--- config.mk ---
export PLATFORM = sky130hd
export DESIGN_NAME = sbr_store
export DESIGN_NICKNAME = d
export VERILOG_FILES = /design/src/design/softmax_backward_row_assert.svh /design/src/design/sbr_pkg.sv /design/src/design/sbr_store.sv
export SDC_FILE = /design/constraint.sdc
export NUM_CORES = 2
export LEC_CHECK = 0
export BUFFER_PORTS_ARGS = -buffer_cell sky130_fd_sc_hd__buf_4
export CORE_MARGIN = 2
export CORE_UTILIZATION = 65
export CTS_BUF_LIST = sky130_fd_sc_hd__clkbuf_2
export CTS_CLUSTER_DIAMETER = 100
export DETAILED_ROUTE_END_ITERATION = 16
export GPL_TIMING_DRIVEN = 1
export HOLD_SLACK_MARGIN = 0.05
export PLACE_DENSITY = 0.82
export SETUP_SLACK_MARGIN = 0.5
export SYNTH_ARGS = -nofsm -noshare
export SYNTH_HDL_FRONTEND = slang
export SYNTH_SLANG_ARGS = --single-unit
--- constraint.sdc ---
create_clock -name clock -period 4 [get_ports clock]
set_clock_uncertainty 0.15 [all_clocks]
set_input_delay 0.4 -clock clock [delete_from_list [all_inputs] [get_ports clock]]
set_output_delay 0.4 -clock clock [all_outputs]
set_load 0.1 [all_outputs]
--- src/design/softmax_backward_row_assert.svh ---
// softmax_backward_row_assert.svh: assertion macros for the softmax backward row block
// no dependencies; define ASSERT_OFF to compile the checks out
`ifndef SOFTMAX_BACKWARD_ROW_ASSERT_SVH
`define SOFTMAX_BACKWARD_ROW_ASSERT_SVH
`ifndef ASSERT_OFF
// same-cycle implication
`define SBR_ASSERT_IMPLY(label, clk, rst, ante, cons) \
   label: assert property (@(posedge clk) disable iff (rst) (ante) |-> (cons)) \
      else $error("sbr assertion failed");
// next-cycle implication
`define SBR_ASSERT_NEXT(label, clk, rst, ante, cons) \
   label: assert property (@(posedge clk) disable iff (rst) (ante) |=> (cons)) \
      else $error("sbr assertion failed");
`else
`define SBR_ASSERT_IMPLY(label, clk, rst, ante, cons)
`define SBR_ASSERT_NEXT(label, clk, rst, ante, cons)
`endif
`endif

--- src/design/sbr_pkg.sv ---
// sbr_pkg: widths, register codes, control structs and helper functions
// for the softmax backward row block; no dependencies
`default_nettype none

package sbr_pkg;

   localparam int DATA_W             = 16;
   localparam int Q_FRAC             = 12;
   localparam int E_FRAC             = 16;
   localparam int FRAC_W             = 15;
   localparam int EXP_W              = 17;
   localparam int SUM_W              = 40;
   localparam int TERM_W             = 32;
   localparam int LEN_W              = 7;
   localparam int CSR_IDX_W          = 1;
   localparam int CSR_DATA_W         = 7;
   localparam int ROW_LENGTH_RESET   = 64;
   localparam int ROW_MAX_DEF        = 64;
   localparam int EXP_TABLE_SIZE_DEF = 64;
   localparam int DATA_MAX           = 2 ** (DATA_W - 1) - 1;
   localparam int DATA_MIN           = -(2 ** (DATA_W - 1));

   typedef enum logic [CSR_IDX_W-1:0] {
      CSR_MODE       = 1'b0,
      CSR_ROW_LENGTH = 1'b1
   } csr_reg_type;

   // issue side of the gradient pipe
   typedef struct packed {
      logic issue_vld;
      logic issue_last;
      logic mode;
   } ctl_type;

   typedef struct packed {
      logic adv;
      logic busy;
   } status_type;

   // restoring long division, only used to build constant tables
   function automatic logic [63:0] const_udiv(input logic [63:0] num, input logic [63:0] dvs);
      logic [64:0] rem;
      logic [63:0] quo;
      rem = '0;
      quo = '0;
      for (int b = 63; b >= 0; b--) begin
         rem = {rem[63:0], num[b]};
         if (rem >= {1'b0, dvs}) begin
            rem    = rem - {1'b0, dvs};
            quo[b] = 1'b1;
         end
      end
      return quo;
   endfunction

   // q1.16 sample k of exp(x) on [-8,0]; reciprocal of a truncated q32 taylor sum
   function automatic logic [EXP_W-1:0] exp_sample(input int unsigned k,
                                                   input int unsigned size);
      logic [63:0] den;
      logic [63:0] m;
      logic [63:0] term;
      logic [63:0] sum;
      logic [63:0] q;
      den  = 64'(size - 1);
      m    = den - 64'(k);
      term = 64'd1 << 32;
      sum  = '0;
      for (int n = 1; n <= 100; n++) begin
         if (term != '0) begin
            sum  = sum + term;
            term = const_udiv(term * 64'd8 * m, 64'(n) * den);
         end
      end
      q = const_udiv((64'd1 << 48) + (sum >> 1), sum);
      return EXP_W'(q);
   endfunction

   function automatic logic [DATA_W-1:0] sat_data(input logic signed [63:0] v);
      logic [DATA_W-1:0] r;
      if (v > 64'(DATA_MAX)) begin
         r = DATA_W'(DATA_MAX);
      end else if (v < 64'(DATA_MIN)) begin
         r = DATA_W'(DATA_MIN);
      end else begin
         r = v[DATA_W-1:0];
      end
      return r;
   endfunction

endpackage

`default_nettype wire

--- src/design/sbr_store.sv ---
// sbr_store: row store holding {y, dy} pairs, one write and one registered read port
// depends on sbr_pkg
`default_nettype none

module sbr_store #(
   parameter int ROW_MAX = sbr_pkg::ROW_MAX_DEF
) (
   input  logic                          clock,
   input  logic                          wr_en,
   input  logic [$clog2(ROW_MAX)-1:0]    wr_addr,
   input  logic [2*sbr_pkg::DATA_W-1:0]  wr_data,
   input  logic                          rd_en,
   input  logic [$clog2(ROW_MAX)-1:0]    rd_addr,
   output logic [2*sbr_pkg::DATA_W-1:0]  rd_data
);
   import sbr_pkg::*;

   logic [2*DATA_W-1:0] mem_ff [ROW_MAX];
   logic [2*DATA_W-1:0] rd_data_ff;

   // writes happen only while loading; reads are enabled whenever the grad pipe advances,
   // so an entry can be written and read in the same cycle, but read data while loading is unused
   always_ff @(posedge clock) begin
      if (wr_en) begin
         mem_ff[wr_addr] <= wr_data;
      end
   end

   always_ff @(posedge clock) begin
      if (rd_en) begin
         rd_data_ff <= mem_ff[rd_addr];
      end
   end

   assign rd_data = rd_data_ff;

endmodule

`default_nettype wire

==> qor.csv <==
stage,metric,value,unit
floorplan,io_pins,79,
sta,finalSetupViolations,0,
detailed_routing,drt-pass1-iter-count,7,
synthesis,synthFlopType,edfxtp_1,
clock_tree,path_clk_slew,0.15,ns
synthesis,syn_nets,3371,
flow_run,drv_cap,0,
synthesis,synth_cells,3324,
synthesis,async_flop_share,0,
clock_tree,cts_tree,built,
placed_design,gp_congestion,0.865,
synthesis,ys_seq_area_frac,0.792,
setup_path,crit_fanout,20,
synthesis,ys_seq_elements,2080,
synthesis,synth_top_area_frac,0.792,
sta,max_freq,282,MHz
sta,min_period,3.55,ns
clock_tree,clk-insertion-delay-late,1.82,ns
sta,worstMarginPinSlew,1.25,ns
finish,layout-drive-gt1-share,0.374,
sta,report.final.hold_viol_count,0,
pwr,cellLeakagePower,29.1,nW
status,run_status,"finished, final reports clean",
synthesis,yosysMostFrequentCell,edfxtp_1,
setup_path,required,5.16,ns
detailed_routing,wl_per_cell,36.5,um
detailed_routing,ant_nets,0,
sta,rsz0062_at_grt,false,
finish,n_fill_cell,6244,
grt,grt_pass1_wl,313,mm
grt,grt_usage,0.362,
finish,final-instance-count-excl-fill,6035,
placed_design,dp_hpwl,116,mm
setup_path,end_kind,flop,
grt,grt_max_degree,65,
clock_tree,cts_buffers,481,
grt,overflow,0,
placed_design,dpl_cell_area,0.0830,mm^2
clock_tree,cts_root_buf,clkbuf_2,
clock_tree,clockBufferDepth,4,
sta,final.period_utilization,0.886,
clock_tree,htree_levels,5,
floorplan,start_util,0.656,
hold_path,hold_path.class,in -> reg,
detailed_routing,viasPerCell,7.07,
floorplan,die_y,352,um
sta,finalSetupTns,0,ns
grt,antenna_found_initial,13,
pwr,peakVddDrop,372,uV
placed_design,dp.cells,5029,
setup_path,rr_worst_depth,6,
finish,synthToLayoutAreaGrowth,13.3,%
pwr,power_density,449,mW/mm^2
setup_path,crit_path_start_kind,input pin,
synthesis,avgSynthCellArea,23.7,um^2
floorplan,core_area,0.120,mm^2
finish,layout.nets,4112,
floorplan,die_x,352,um
detailed_routing,drcViolationCount,0,
clock_tree,cts_sinks,2080,
detailed_routing,via_count,42700,
synthesis,syn_area,0.0788,mm^2
synthesis,yosys.area.top_type,edfxtp_1,
synthesis,synth_edf_count,2080,
grt,grt_pass1_vias,44400,
detailed_routing,drt_iter0_drc,7741,
floorplan,num_rows,127,
finish,stdcell_area,0.0893,mm^2
synthesis,synth.top_cells.by_count,"edfxtp_1, mux4_2, nor2_1, mux2i_1, o22ai_1",
synthesis,synth_cell_types,33,
synthesis,synth.area.top_cells,"edfxtp_1, mux4_2, mux2i_1, o22ai_1, nor2_1",
sta,slew_violations,0,
floorplan,dieArea,0.124,mm^2
setup_path,crit_type,in -> reg,
placed_design,port_buffers,78,
synthesis,yosysWarnings,0,
hold_path,hold_depth,4,
sta,slew_headroom,0.168,
detailed_routing,drt-total-wl,220,mm
setup_path,cp.arrival,4.71,ns
[logic make-up (layout without fill, tap and decap cells)]
| group | after synthesis | in the layout | share of synthesized area |
|---|---|---|---|
| muxes | 637 | 637 | 0.167 |
| DFF | 2080 | 2080 | 0.792 |
| buffers and inverters | 182 | 1274 | 0.0112 |
| AOI/OAI and AO/OA | 202 | 202 | 0.0167 |
| other | 0 | 7 | 0 |
| and+or+nand+nor | 223 | 223 | 0.0126 |
[path summary, 6_finish.rpt]
| path | from | endpoint | slack [ns] |
|---|---|---|---|
| worst max-delay path | wr_addr[2] | mem_ff[54][19]$_DFFE_PP_ | 0.45 |
| worst min-delay path | wr_data[2] | mem_ff[16][2]$_DFFE_PP_ | 0.21 |
| worst max register to register | mem_ff[61][28]$_DFFE_PP_ | rd_data[28]$_DFFE_PP_ | 0.68 |
| worst min register to register | mem_ff[28][20]$_DFFE_PP_ | rd_data[20]$_DFFE_PP_ | 0.71 |
[power by group]
group / switching (mW) / internal [mW] / leakage (nW)
sequential: 0.0981 / 24.1 / 18.7
clock: 8.26 / 4.72 / 3.20
combinational: 1.79 / 1.05 / 7.16
total: 10.1 / 29.9 / 29.1
[worst max-delay path, stage by stage]
cell and delay [ns]:
dlygate4sd3_1 0.60, buf_4 0.16, dlygate4sd3_1 0.91, nand2_1 0.12, dlygate4sd3_1 0.68, nor2_4 0.16
dlygate4sd3_1 1.34, buf_12 0.30
[through the flow]
stage | utilization | power [mW] | setup slack [ns] | hold WS, ns
6_report | 0.743 | 40.1 | 0.454 | 0.209
5_1_grt | 0.743 | 41.2 | 0.568 | 0.100
4_1_cts | 0.743 | 39.7 | 0.526 | 0.0506
3_5_place_dp | 0.691 | 27.2 | 0.0548 | 0.672
3_3_place_gp | 0.691 | 27.1 | 0.100 | 0.651
2_1_floorplan | - | 26.1 | 0.798 | 0.349
[layer usage]
layer	wire, um	vias to the layer above	global-route usage
met4	14900	14	0.214
met1	66900	21300	0.462
met3	33800	847	0.113
li1	-	16100	-
met2	105000	4455	0.558
met5	107	-	0
[cell type report]
type / count / area (um^2) / area share
clock buffer: 700 / 3500 / 0.0392
timing repair buffer: 440 / 4760 / 0.0533
multi-input combinational: 1062 / 16000 / 0.179
sequential: 2080 / 62500 / 0.699
tap: 1612 / 2020 / 0.0226
clock inverter: 134 / 564 / 0.00632
antenna: 7 / 17.5 / 0.000196
[registers in the layout, summed over array words and instances, names as in the netlist]
name,cells
mem_ff,2048
rd_data,32
[repair_timing]
| item | in CTS | in global routing |
|---|---|---|
| endpoints found under the hold margin | 4160 | 0 |
| setup endpoints to repair | 2 | 1 |
| gates resized for setup | 2 | 0 |
| setup buffers | 0 | 0 |
| hold buffers | 165 | 0 |
[cell usage in the layout (no fill, tap or decap), types with 7 or more instances in the layout]
master	n
buf_16	32
a22oi_1	12
o22ai_1	84
nor2_4	62
dlygate4sd3_1	131
o221ai_1	27
edfxtp_1	2080
mux4_2	544
nand2_1	26
nand2b_1	8
mux2i_1	93
nor2_1	75
clkbuf_2	700
clkinv_1	105
buf_4	235
a311oi_1	8
diode_2	7
nor2b_1	15
a21oi_1	62
clkinv_2	24
buf_12	36
Note: power is estimated with default switching activity, not from simulation.
