`src/design/softmax_backward_row_assert.svh`:
```
// softmax_backward_row_assert.svh: assertion macros for the softmax backward row block
// no dependencies; define ASSERT_OFF to compile the checks out
`ifndef SOFTMAX_BACKWARD_ROW_ASSERT_SVH
`define SOFTMAX_BACKWARD_ROW_ASSERT_SVH
`ifndef ASSERT_OFF
// same-cycle implication
`define SBR_ASSERT_IMPLY(label, clk, rst, ante, cons) \
   label: assert property (@(posedge clk) disable iff (rst) (ante) |-> (cons)) \
      else $error("sbr assertion failed");
// next-cycle implication
`define SBR_ASSERT_NEXT(label, clk, rst, ante, cons) \
   label: assert property (@(posedge clk) disable iff (rst) (ante) |=> (cons)) \
      else $error("sbr assertion failed");
`else
`define SBR_ASSERT_IMPLY(label, clk, rst, ante, cons)
`define SBR_ASSERT_NEXT(label, clk, rst, ante, cons)
`endif
`endif

```
`src/design/sbr_pkg.sv`:
```
// sbr_pkg: widths, register codes, control structs and helper functions
// for the softmax backward row block; no dependencies
`default_nettype none

package sbr_pkg;

   localparam int DATA_W             = 16;
   localparam int Q_FRAC             = 12;
   localparam int E_FRAC             = 16;
   localparam int FRAC_W             = 15;
   localparam int EXP_W              = 17;
   localparam int SUM_W              = 40;
   localparam int TERM_W             = 32;
   localparam int LEN_W              = 7;
   localparam int CSR_IDX_W          = 1;
   localparam int CSR_DATA_W         = 7;
   localparam int ROW_LENGTH_RESET   = 64;
   localparam int ROW_MAX_DEF        = 64;
   localparam int EXP_TABLE_SIZE_DEF = 64;
   localparam int DATA_MAX           = 2 ** (DATA_W - 1) - 1;
   localparam int DATA_MIN           = -(2 ** (DATA_W - 1));

   typedef enum logic [CSR_IDX_W-1:0] {
      CSR_MODE       = 1'b0,
      CSR_ROW_LENGTH = 1'b1
   } csr_reg_type;

   // issue side of the gradient pipe
   typedef struct packed {
      logic issue_vld;
      logic issue_last;
      logic mode;
   } ctl_type;

   typedef struct packed {
      logic adv;
      logic busy;
   } status_type;

   // restoring long division, only used to build constant tables
   function automatic logic [63:0] const_udiv(input logic [63:0] num, input logic [63:0] dvs);
      logic [64:0] rem;
      logic [63:0] quo;
      rem = '0;
      quo = '0;
      for (int b = 63; b >= 0; b--) begin
         rem = {rem[63:0], num[b]};
         if (rem >= {1'b0, dvs}) begin
            rem    = rem - {1'b0, dvs};
            quo[b] = 1'b1;
         end
      end
      return quo;
   endfunction

   // q1.16 sample k of exp(x) on [-8,0]; reciprocal of a truncated q32 taylor sum
   function automatic logic [EXP_W-1:0] exp_sample(input int unsigned k,
                                                   input int unsigned size);
      logic [63:0] den;
      logic [63:0] m;
      logic [63:0] term;
      logic [63:0] sum;
      logic [63:0] q;
      den  = 64'(size - 1);
      m    = den - 64'(k);
      term = 64'd1 << 32;
      sum  = '0;
      for (int n = 1; n <= 100; n++) begin
         if (term != '0) begin
            sum  = sum + term;
            term = const_udiv(term * 64'd8 * m, 64'(n) * den);
         end
      end
      q = const_udiv((64'd1 << 48) + (sum >> 1), sum);
      return EXP_W'(q);
   endfunction

   function automatic logic [DATA_W-1:0] sat_data(input logic signed [63:0] v);
      logic [DATA_W-1:0] r;
      if (v > 64'(DATA_MAX)) begin
         r = DATA_W'(DATA_MAX);
      end else if (v < 64'(DATA_MIN)) begin
         r = DATA_W'(DATA_MIN);
      end else begin
         r = v[DATA_W-1:0];
      end
      return r;
   endfunction

endpackage

`default_nettype wire

```
`src/design/sbr_exp.sv`:
```
// sbr_exp: three-stage exp(y) for y in [-8,0], table lookup plus linear interpolation
// depends on sbr_pkg (exp_sample builds the table at elaboration)
`default_nettype none

module sbr_exp #(
   parameter int EXP_TABLE_SIZE = sbr_pkg::EXP_TABLE_SIZE_DEF
) (
   input  logic                                clock,
   input  logic                                adv,
   input  logic signed [sbr_pkg::DATA_W-1:0]   y_value,
   output logic        [sbr_pkg::EXP_W-1:0]    exp_value
);
   import sbr_pkg::*;

   localparam int IDX_W = $clog2(EXP_TABLE_SIZE);
   localparam int SC_W  = FRAC_W + IDX_W;
   localparam int DP_W  = EXP_W + FRAC_W;
   localparam int RND_W = DP_W + 1;

   logic [EXP_W-1:0] lut [EXP_TABLE_SIZE];

   for (genvar k = 0; k < EXP_TABLE_SIZE; k++) begin : g_lut
      assign lut[k] = exp_sample(k, EXP_TABLE_SIZE);
   end

   logic signed [DATA_W-1:0] y_clamp;
   logic [DATA_W-1:0]        t_pos;
   logic [SC_W-1:0]          scaled_ff, scaled_in;
   logic [IDX_W-1:0]         idx;
   logic [FRAC_W-1:0]        frac;
   logic [EXP_W-1:0]         lo_sel, hi_sel;
   logic [EXP_W-1:0]         lo_ff, lo_in;
   logic [DP_W-1:0]          dp_ff, dp_in;
   logic [RND_W-1:0]         rnd;
   logic [EXP_W-1:0]         e_ff, e_in;

   always_comb begin
      // positive inputs clamp to zero, then shift the range to [0, 2^15]
      y_clamp   = y_value[DATA_W-1] ? y_value : '0;
      t_pos     = {~y_clamp[DATA_W-1], y_clamp[DATA_W-2:0]};
      scaled_in = SC_W'(t_pos) * SC_W'(EXP_TABLE_SIZE - 1);

      idx    = scaled_ff[SC_W-1:FRAC_W];
      frac   = scaled_ff[FRAC_W-1:0];
      lo_sel = lut[idx];
      if (idx == IDX_W'(EXP_TABLE_SIZE - 1)) begin
         hi_sel = lo_sel;
      end else begin
         hi_sel = lut[idx + IDX_W'(1)];
      end
      lo_in = lo_sel;
      dp_in = DP_W'(hi_sel - lo_sel) * DP_W'(frac);

      rnd  = RND_W'(dp_ff) + (RND_W'(1) << (FRAC_W - 1));
      e_in = lo_ff + EXP_W'(rnd >> FRAC_W);
   end

   always_ff @(posedge clock) begin
      if (adv) begin
         scaled_ff <= scaled_in;
         lo_ff     <= lo_in;
         dp_ff     <= dp_in;
         e_ff      <= e_in;
      end
   end

   assign exp_value = e_ff;

endmodule

`default_nettype wire

```
`src/design/sbr_grad.sv`:
```
// sbr_grad: gradient pipe from store read data to the result register
// depends on sbr_pkg and sbr_exp
`default_nettype none

module sbr_grad #(
   parameter int EXP_TABLE_SIZE = sbr_pkg::EXP_TABLE_SIZE_DEF
) (
   input  logic                                clock,
   input  logic                                reset,
   input  sbr_pkg::ctl_type                    ctl,
   output sbr_pkg::status_type                 status,
   input  logic [2*sbr_pkg::DATA_W-1:0]        rd_data,
   input  logic signed [sbr_pkg::SUM_W-1:0]    row_sum,
   input  logic                                rsp_stall,
   output logic                                rsp_valid,
   output logic signed [sbr_pkg::DATA_W-1:0]   rsp_dx_value,
   output logic                                rsp_last
);
   import sbr_pkg::*;

   localparam int DIFF_W = SUM_W + 1;
   localparam int PROD_W = DATA_W + DIFF_W;
   localparam int SACC_W = PROD_W + 1;
   localparam int EP_W   = EXP_W + 1 + SUM_W;
   localparam int LACC_W = EP_W + 1;
   localparam int DEPTH  = 5;

   logic adv;

   logic [DEPTH-1:0] vld_ff, vld_in;
   logic [DEPTH-1:0] last_ff, last_in;

   logic signed [DATA_W-1:0] s1_y, s1_dy;
   logic signed [DATA_W-1:0] s2_y_ff, s2_dy_ff, s3_dy_ff, s4_dy_ff, s5_dy_ff;
   logic signed [DIFF_W-1:0] s2_diff_ff, s2_diff_in;
   logic signed [PROD_W-1:0] s3_prod_ff, s3_prod_in, s4_prod_ff, s5_prod_ff;
   logic        [EXP_W-1:0]  s4_exp;
   logic signed [EP_W-1:0]   s5_eprod_ff, s5_eprod_in;
   logic signed [SACC_W-1:0] soft_acc, soft_q;
   logic signed [LACC_W-1:0] log_acc, log_q;

   logic                     rsp_valid_ff;
   logic                     rsp_last_ff;
   logic signed [DATA_W-1:0] rsp_dx_ff, rsp_dx_in;

   // the whole pipe holds while the result register is stalled
   assign adv         = !(rsp_valid_ff && rsp_stall);
   assign status.adv  = adv;
   assign status.busy = (|vld_ff) || rsp_valid_ff;

   sbr_exp #(
      .EXP_TABLE_SIZE(EXP_TABLE_SIZE)
   ) u_exp (
      .clock     (clock),
      .adv       (adv),
      .y_value   (s1_y),
      .exp_value (s4_exp)
   );

   always_comb begin
      vld_in  = {vld_ff[DEPTH-2:0], ctl.issue_vld};
      last_in = {last_ff[DEPTH-2:0], ctl.issue_last};

      s1_y  = $signed(rd_data[2*DATA_W-1:DATA_W]);
      s1_dy = $signed(rd_data[DATA_W-1:0]);

      // softmax: y * (dy - sum(y*dy)); q3.12 y times a difference with 24 fraction bits
      s2_diff_in  = (DIFF_W'(s1_dy) <<< Q_FRAC) - DIFF_W'(row_sum);
      s3_prod_in  = PROD_W'(s2_y_ff) * PROD_W'(s2_diff_ff);
      // log-softmax: exp(y) * sum(dy) in q1.16 x q3.12
      s5_eprod_in = EP_W'($signed({1'b0, s4_exp})) * EP_W'(row_sum);

      soft_acc = SACC_W'(s5_prod_ff) + (SACC_W'(1) <<< (2 * Q_FRAC - 1));
      soft_q   = soft_acc >>> (2 * Q_FRAC);
      log_acc  = (LACC_W'(s5_dy_ff) <<< E_FRAC) - LACC_W'(s5_eprod_ff)
               + (LACC_W'(1) <<< (E_FRAC - 1));
      log_q    = log_acc >>> E_FRAC;

      if (ctl.mode) begin
         rsp_dx_in = $signed(sat_data(64'(log_q)));
      end else begin
         rsp_dx_in = $signed(sat_data(64'(soft_q)));
      end
   end

   always_ff @(posedge clock) begin
      if (reset) begin
         vld_ff       <= '0;
         rsp_valid_ff <= 1'b0;
      end else if (adv) begin
         vld_ff       <= vld_in;
         rsp_valid_ff <= vld_ff[DEPTH-1];
      end
   end

   always_ff @(posedge clock) begin
      if (adv) begin
         last_ff     <= last_in;
         s2_y_ff     <= s1_y;
         s2_dy_ff    <= s1_dy;
         s2_diff_ff  <= s2_diff_in;
         s3_dy_ff    <= s2_dy_ff;
         s3_prod_ff  <= s3_prod_in;
         s4_dy_ff    <= s3_dy_ff;
         s4_prod_ff  <= s3_prod_ff;
         s5_dy_ff    <= s4_dy_ff;
         s5_prod_ff  <= s4_prod_ff;
         s5_eprod_ff <= s5_eprod_in;
         rsp_dx_ff   <= rsp_dx_in;
         rsp_last_ff <= last_ff[DEPTH-1];
      end
   end

   assign rsp_valid    = rsp_valid_ff;
   assign rsp_dx_value = rsp_dx_ff;
   assign rsp_last     = rsp_last_ff;

endmodule

`default_nettype wire

```
`config.mk`:
```
export PLATFORM = sky130hd
export DESIGN_NAME = sbr_grad
export DESIGN_NICKNAME = d
export VERILOG_FILES = /design/src/design/softmax_backward_row_assert.svh /design/src/design/sbr_pkg.sv /design/src/design/sbr_exp.sv /design/src/design/sbr_grad.sv
export SDC_FILE = /design/constraint.sdc
export NUM_CORES = 2
export LEC_CHECK = 0
export ABC_AREA = 1
export BUFFER_PORTS_ARGS = -buffer_cell sky130_fd_sc_hd__buf_2
export CORE_UTILIZATION = 30
export CTS_BUF_LIST = sky130_fd_sc_hd__clkbuf_4 sky130_fd_sc_hd__clkbuf_8
export DETAILED_ROUTE_END_ITERATION = 8
export GPL_ROUTABILITY_DRIVEN = 0
export PLACE_DENSITY = 0.53
export SKIP_CTS_REPAIR_TIMING = 1
export SLEW_MARGIN = 10
export SYNTH_ARGS = -nofsm -noshare
export SYNTH_HDL_FRONTEND = slang
export SYNTH_SLANG_ARGS = --single-unit
export TNS_END_PERCENT = 1
```
`constraint.sdc`:
```
create_clock -name clock -period 33.8 [get_ports clock]
set_input_delay 3.38 -clock clock [delete_from_list [all_inputs] [get_ports clock]]
set_output_delay 3.38 -clock clock [all_outputs]
set_load 0.02 [all_outputs]
```
==> flow_summary.ini <==
[run_status]
run_status = finished clean

[clock_tree]
root_buffer_selected_by_cts = sky130_fd_sc_hd__clkbuf_8
cts_inserted_buffers = 71
numClockSinks = 382
tritoncts_clock_tree = yes
cts-root-to-sink-buffers = 3
insertion_delay_ps = 820
clkTransAtPathRegs_ps = 60
htreeDepth = 3

[setup_path]
endpoint_kind = flip-flop
crit_slowest_cell = sky130_fd_sc_hd__inv_1
path_max_fanout = 33
critical_path.startpoint_type = flip-flop
buffer_and_inverter_count_on_the_worst_path = 9
cp.required_ps = 34350
critPathMaxStageDelay_ps = 910
worst-endpoint-arrival_ps = 12500
cpLargestDelayFamily = adder cells
cp_common_cell = sky130_fd_sc_hd__nand2_1
criticalPathCategory = reg -> reg

[logic_synthesis]
post_synthesis_share_of_cell_area_spent_on_full_adders_half_adders_and_majority_gates = 0.460
synth_compound_gate_area_share = 0.0488
synthArstFlopShare = 0
syn_inst = 9954
dominant_cell_by_count_in_the_synthesized_netlist = sky130_fd_sc_hd__inv_1
ys_types = 58
synthTopCellsByArea = sky130_fd_sc_hd__fa_1, sky130_fd_sc_hd__edfxtp_1, sky130_fd_sc_hd__inv_1, sky130_fd_sc_hd__nand2_1, sky130_fd_sc_hd__ha_1
netlist_area_um2 = 80300
yosysSeqAreaShare = 0.142
yosys_warnings = 0
synthesis.area_per_instance_um2 = 8.06
list_of_most_frequent_post_synthesis_cells = sky130_fd_sc_hd__inv_1, sky130_fd_sc_hd__nand2_1, sky130_fd_sc_hd__fa_1
post-synth-top-area-cell = sky130_fd_sc_hd__fa_1
postSynthRegisterBits = 382
synth.net_count = 12100
synth_simple_gate_area_frac = 0.175
post-synth-top-area-fraction = 0.387
post_synth_edffs = 376
synth_top_family_by_area = adder cells
synthXorXnorAreaFrac = 0.0297
muxShareOfSynthArea = 0
synth_top_flop_cell = sky130_fd_sc_hd__edfxtp_1

[place]
detailed_place_hpwl_mm = 187
worst_setup_slack_post_dpl_ps = 22080
placed_cell_area_um2 = 84300
io_buffer_count = 97

[floorplan]
die-height_um = 519
start_util = 0.302
fp.dieW_um = 519
design.core.area_um2 = 266000
pin_count = 98
fp-row-count = 189
floorplan.die_area_um2 = 270000

[timing]
worst_pin_slew_ps = 1130
timing.final.setup_violations = 0
maxClockFrequency_mhz = 83.7
final.setup_skew_ps = 52.1
post-route-worst-setup-slack_ps = 21850
finalHoldViolations = 0
period_minus_slack_ps = 11950
share_of_the_cycle_needed_by_the_critical_path_after_routing = 0.354
relative_slew_slack = 0.228
timing.final.max_slew_violations = 0
rsz0062_at_grt = false
finalSetupTns_ps = 0

[cells_and_area]
share_of_cells_above_drive_strength_1 = 0.0384
flow.area_growth_from_synthesis_pct = 6.97
layout.cell_area.non_filler_um2 = 85900
nets = 11900

[global_routing]
grt_first_pass_wirelength_mm = 376
first_global_vias = 64500
antenna_found_initial = 22
grt_overflow = 0
grt_start_max_net_pins = 73
grt_use_total = 0.179

[route]
wl_per_cell_um = 17.6
drt_iter0_markers = 4503
drtAntennaViolNets = 0
detailedRoute.firstPassIterationCount = 6
avgViaCountPerCell = 4.60
detail_route.drc_violations = 0
routed_wirelength_mm = 237
vias = 61800

[job]
max-cap-violations = 0

[min_path]
hold_class = reg -> reg
-- placed cells by master (no fill, tap or decap), drive strengths merged, types with 14 or more instances in the layout --
cell type	n
inv	2730
or2	57
nand4	87
clkbuf	92
a21oi	317
ha	471
nand2	2501
buf	148
edfxtp	376
o21bai	16
nand3	198
nor4	14
a21o	23
xor2	185
nor3	57
o21ai	182
a31oi	41
o211ai	22
nor2	587
xnor2	87
fa	1550
clkinv	35
-- final timing paths --
kind | startpoint | end | slack (ps) | depth (start not counted)
worst max-delay path | u_exp.scaled_ff[15] | u_exp.dp_ff[24] | 21850 | 48
worst min-delay path | s2_dy_ff[8] | s3_dy_ff[8] | 410 | 0
worst max register to register | u_exp.scaled_ff[15] | u_exp.dp_ff[24] | 21850 | 48
worst min register to register | s2_dy_ff[8] | s3_dy_ff[8] | 410 | 0
-- worst register-to-register path, delay by kind of cell (launching register included) --
kind | cells | cell delay (ps)
AOI/OAI and AO/OA | 14 | 2490
xor gates and xnor gates | 2 | 720
adders and majority gates | 8 | 3460
buffers and inverters | 9 | 2240
DFF | 1 | 810
and+or+nand+nor | 15 | 1950
-- registers in the layout (all words and copies together) (netlist names), 17 cells and up --
name	count
u_exp.exp_value	17
s2_diff_ff	41
u_exp.lo_ff	17
u_exp.scaled_ff	21
s4_prod_ff	34
s3_prod_ff	34
s5_eprod_ff	58
s5_prod_ff	34
u_exp.dp_ff	18
-- metrics by stage --
step / std cells / hold slack, ps / utilization
2_1_floorplan: 9954 / 400 / -
3_3_place_gp: 13300 / 401 / 0.317
3_5_place_dp: 13300 / 405 / 0.317
4_1_cts: 13400 / 408 / 0.323
5_1_grt: 13400 / 410 / 0.323
6_report: 13400 / 409 / 0.323
-- logic make-up after synthesis --
kind of cell | count (synthesis)
compound gates | 689
xor+xnor | 272
fa+ha+maj | 2021
buf+inv | 3073
flops | 382
other cells | 1
simple gates | 3516
-- area by class of cell --
cell class | count | area (µm²)
Sequential cell | 382 | 11400
Fill cell | 28200 | 180000
Inverter | 2740 | 10300
Multi-Input combinational cell | 6499 | 57300
Antenna cell | 10 | 25.0
Clock inverter | 35 | 408
Tap cell | 3533 | 4420
Timing Repair Buffer | 148 | 868
Clock buffer | 92 | 1130
-- layer usage --
layer / up-vias / share of wire / global-route usage / wire length [µm]
met5: - / 0.00046 / 0 / 108
met2: 1659 / 0.46 / 0.287 / 108000
li1: 28900 / - / - / -
met1: 30900 / 0.46 / 0.252 / 109000
met3: 332 / 0.055 / 0.0224 / 13000
met4: 20 / 0.027 / 0.0505 / 6340
Power is not shown: default switching activity piles up to over one toggle a cycle in this logic, so the estimate is an artifact.
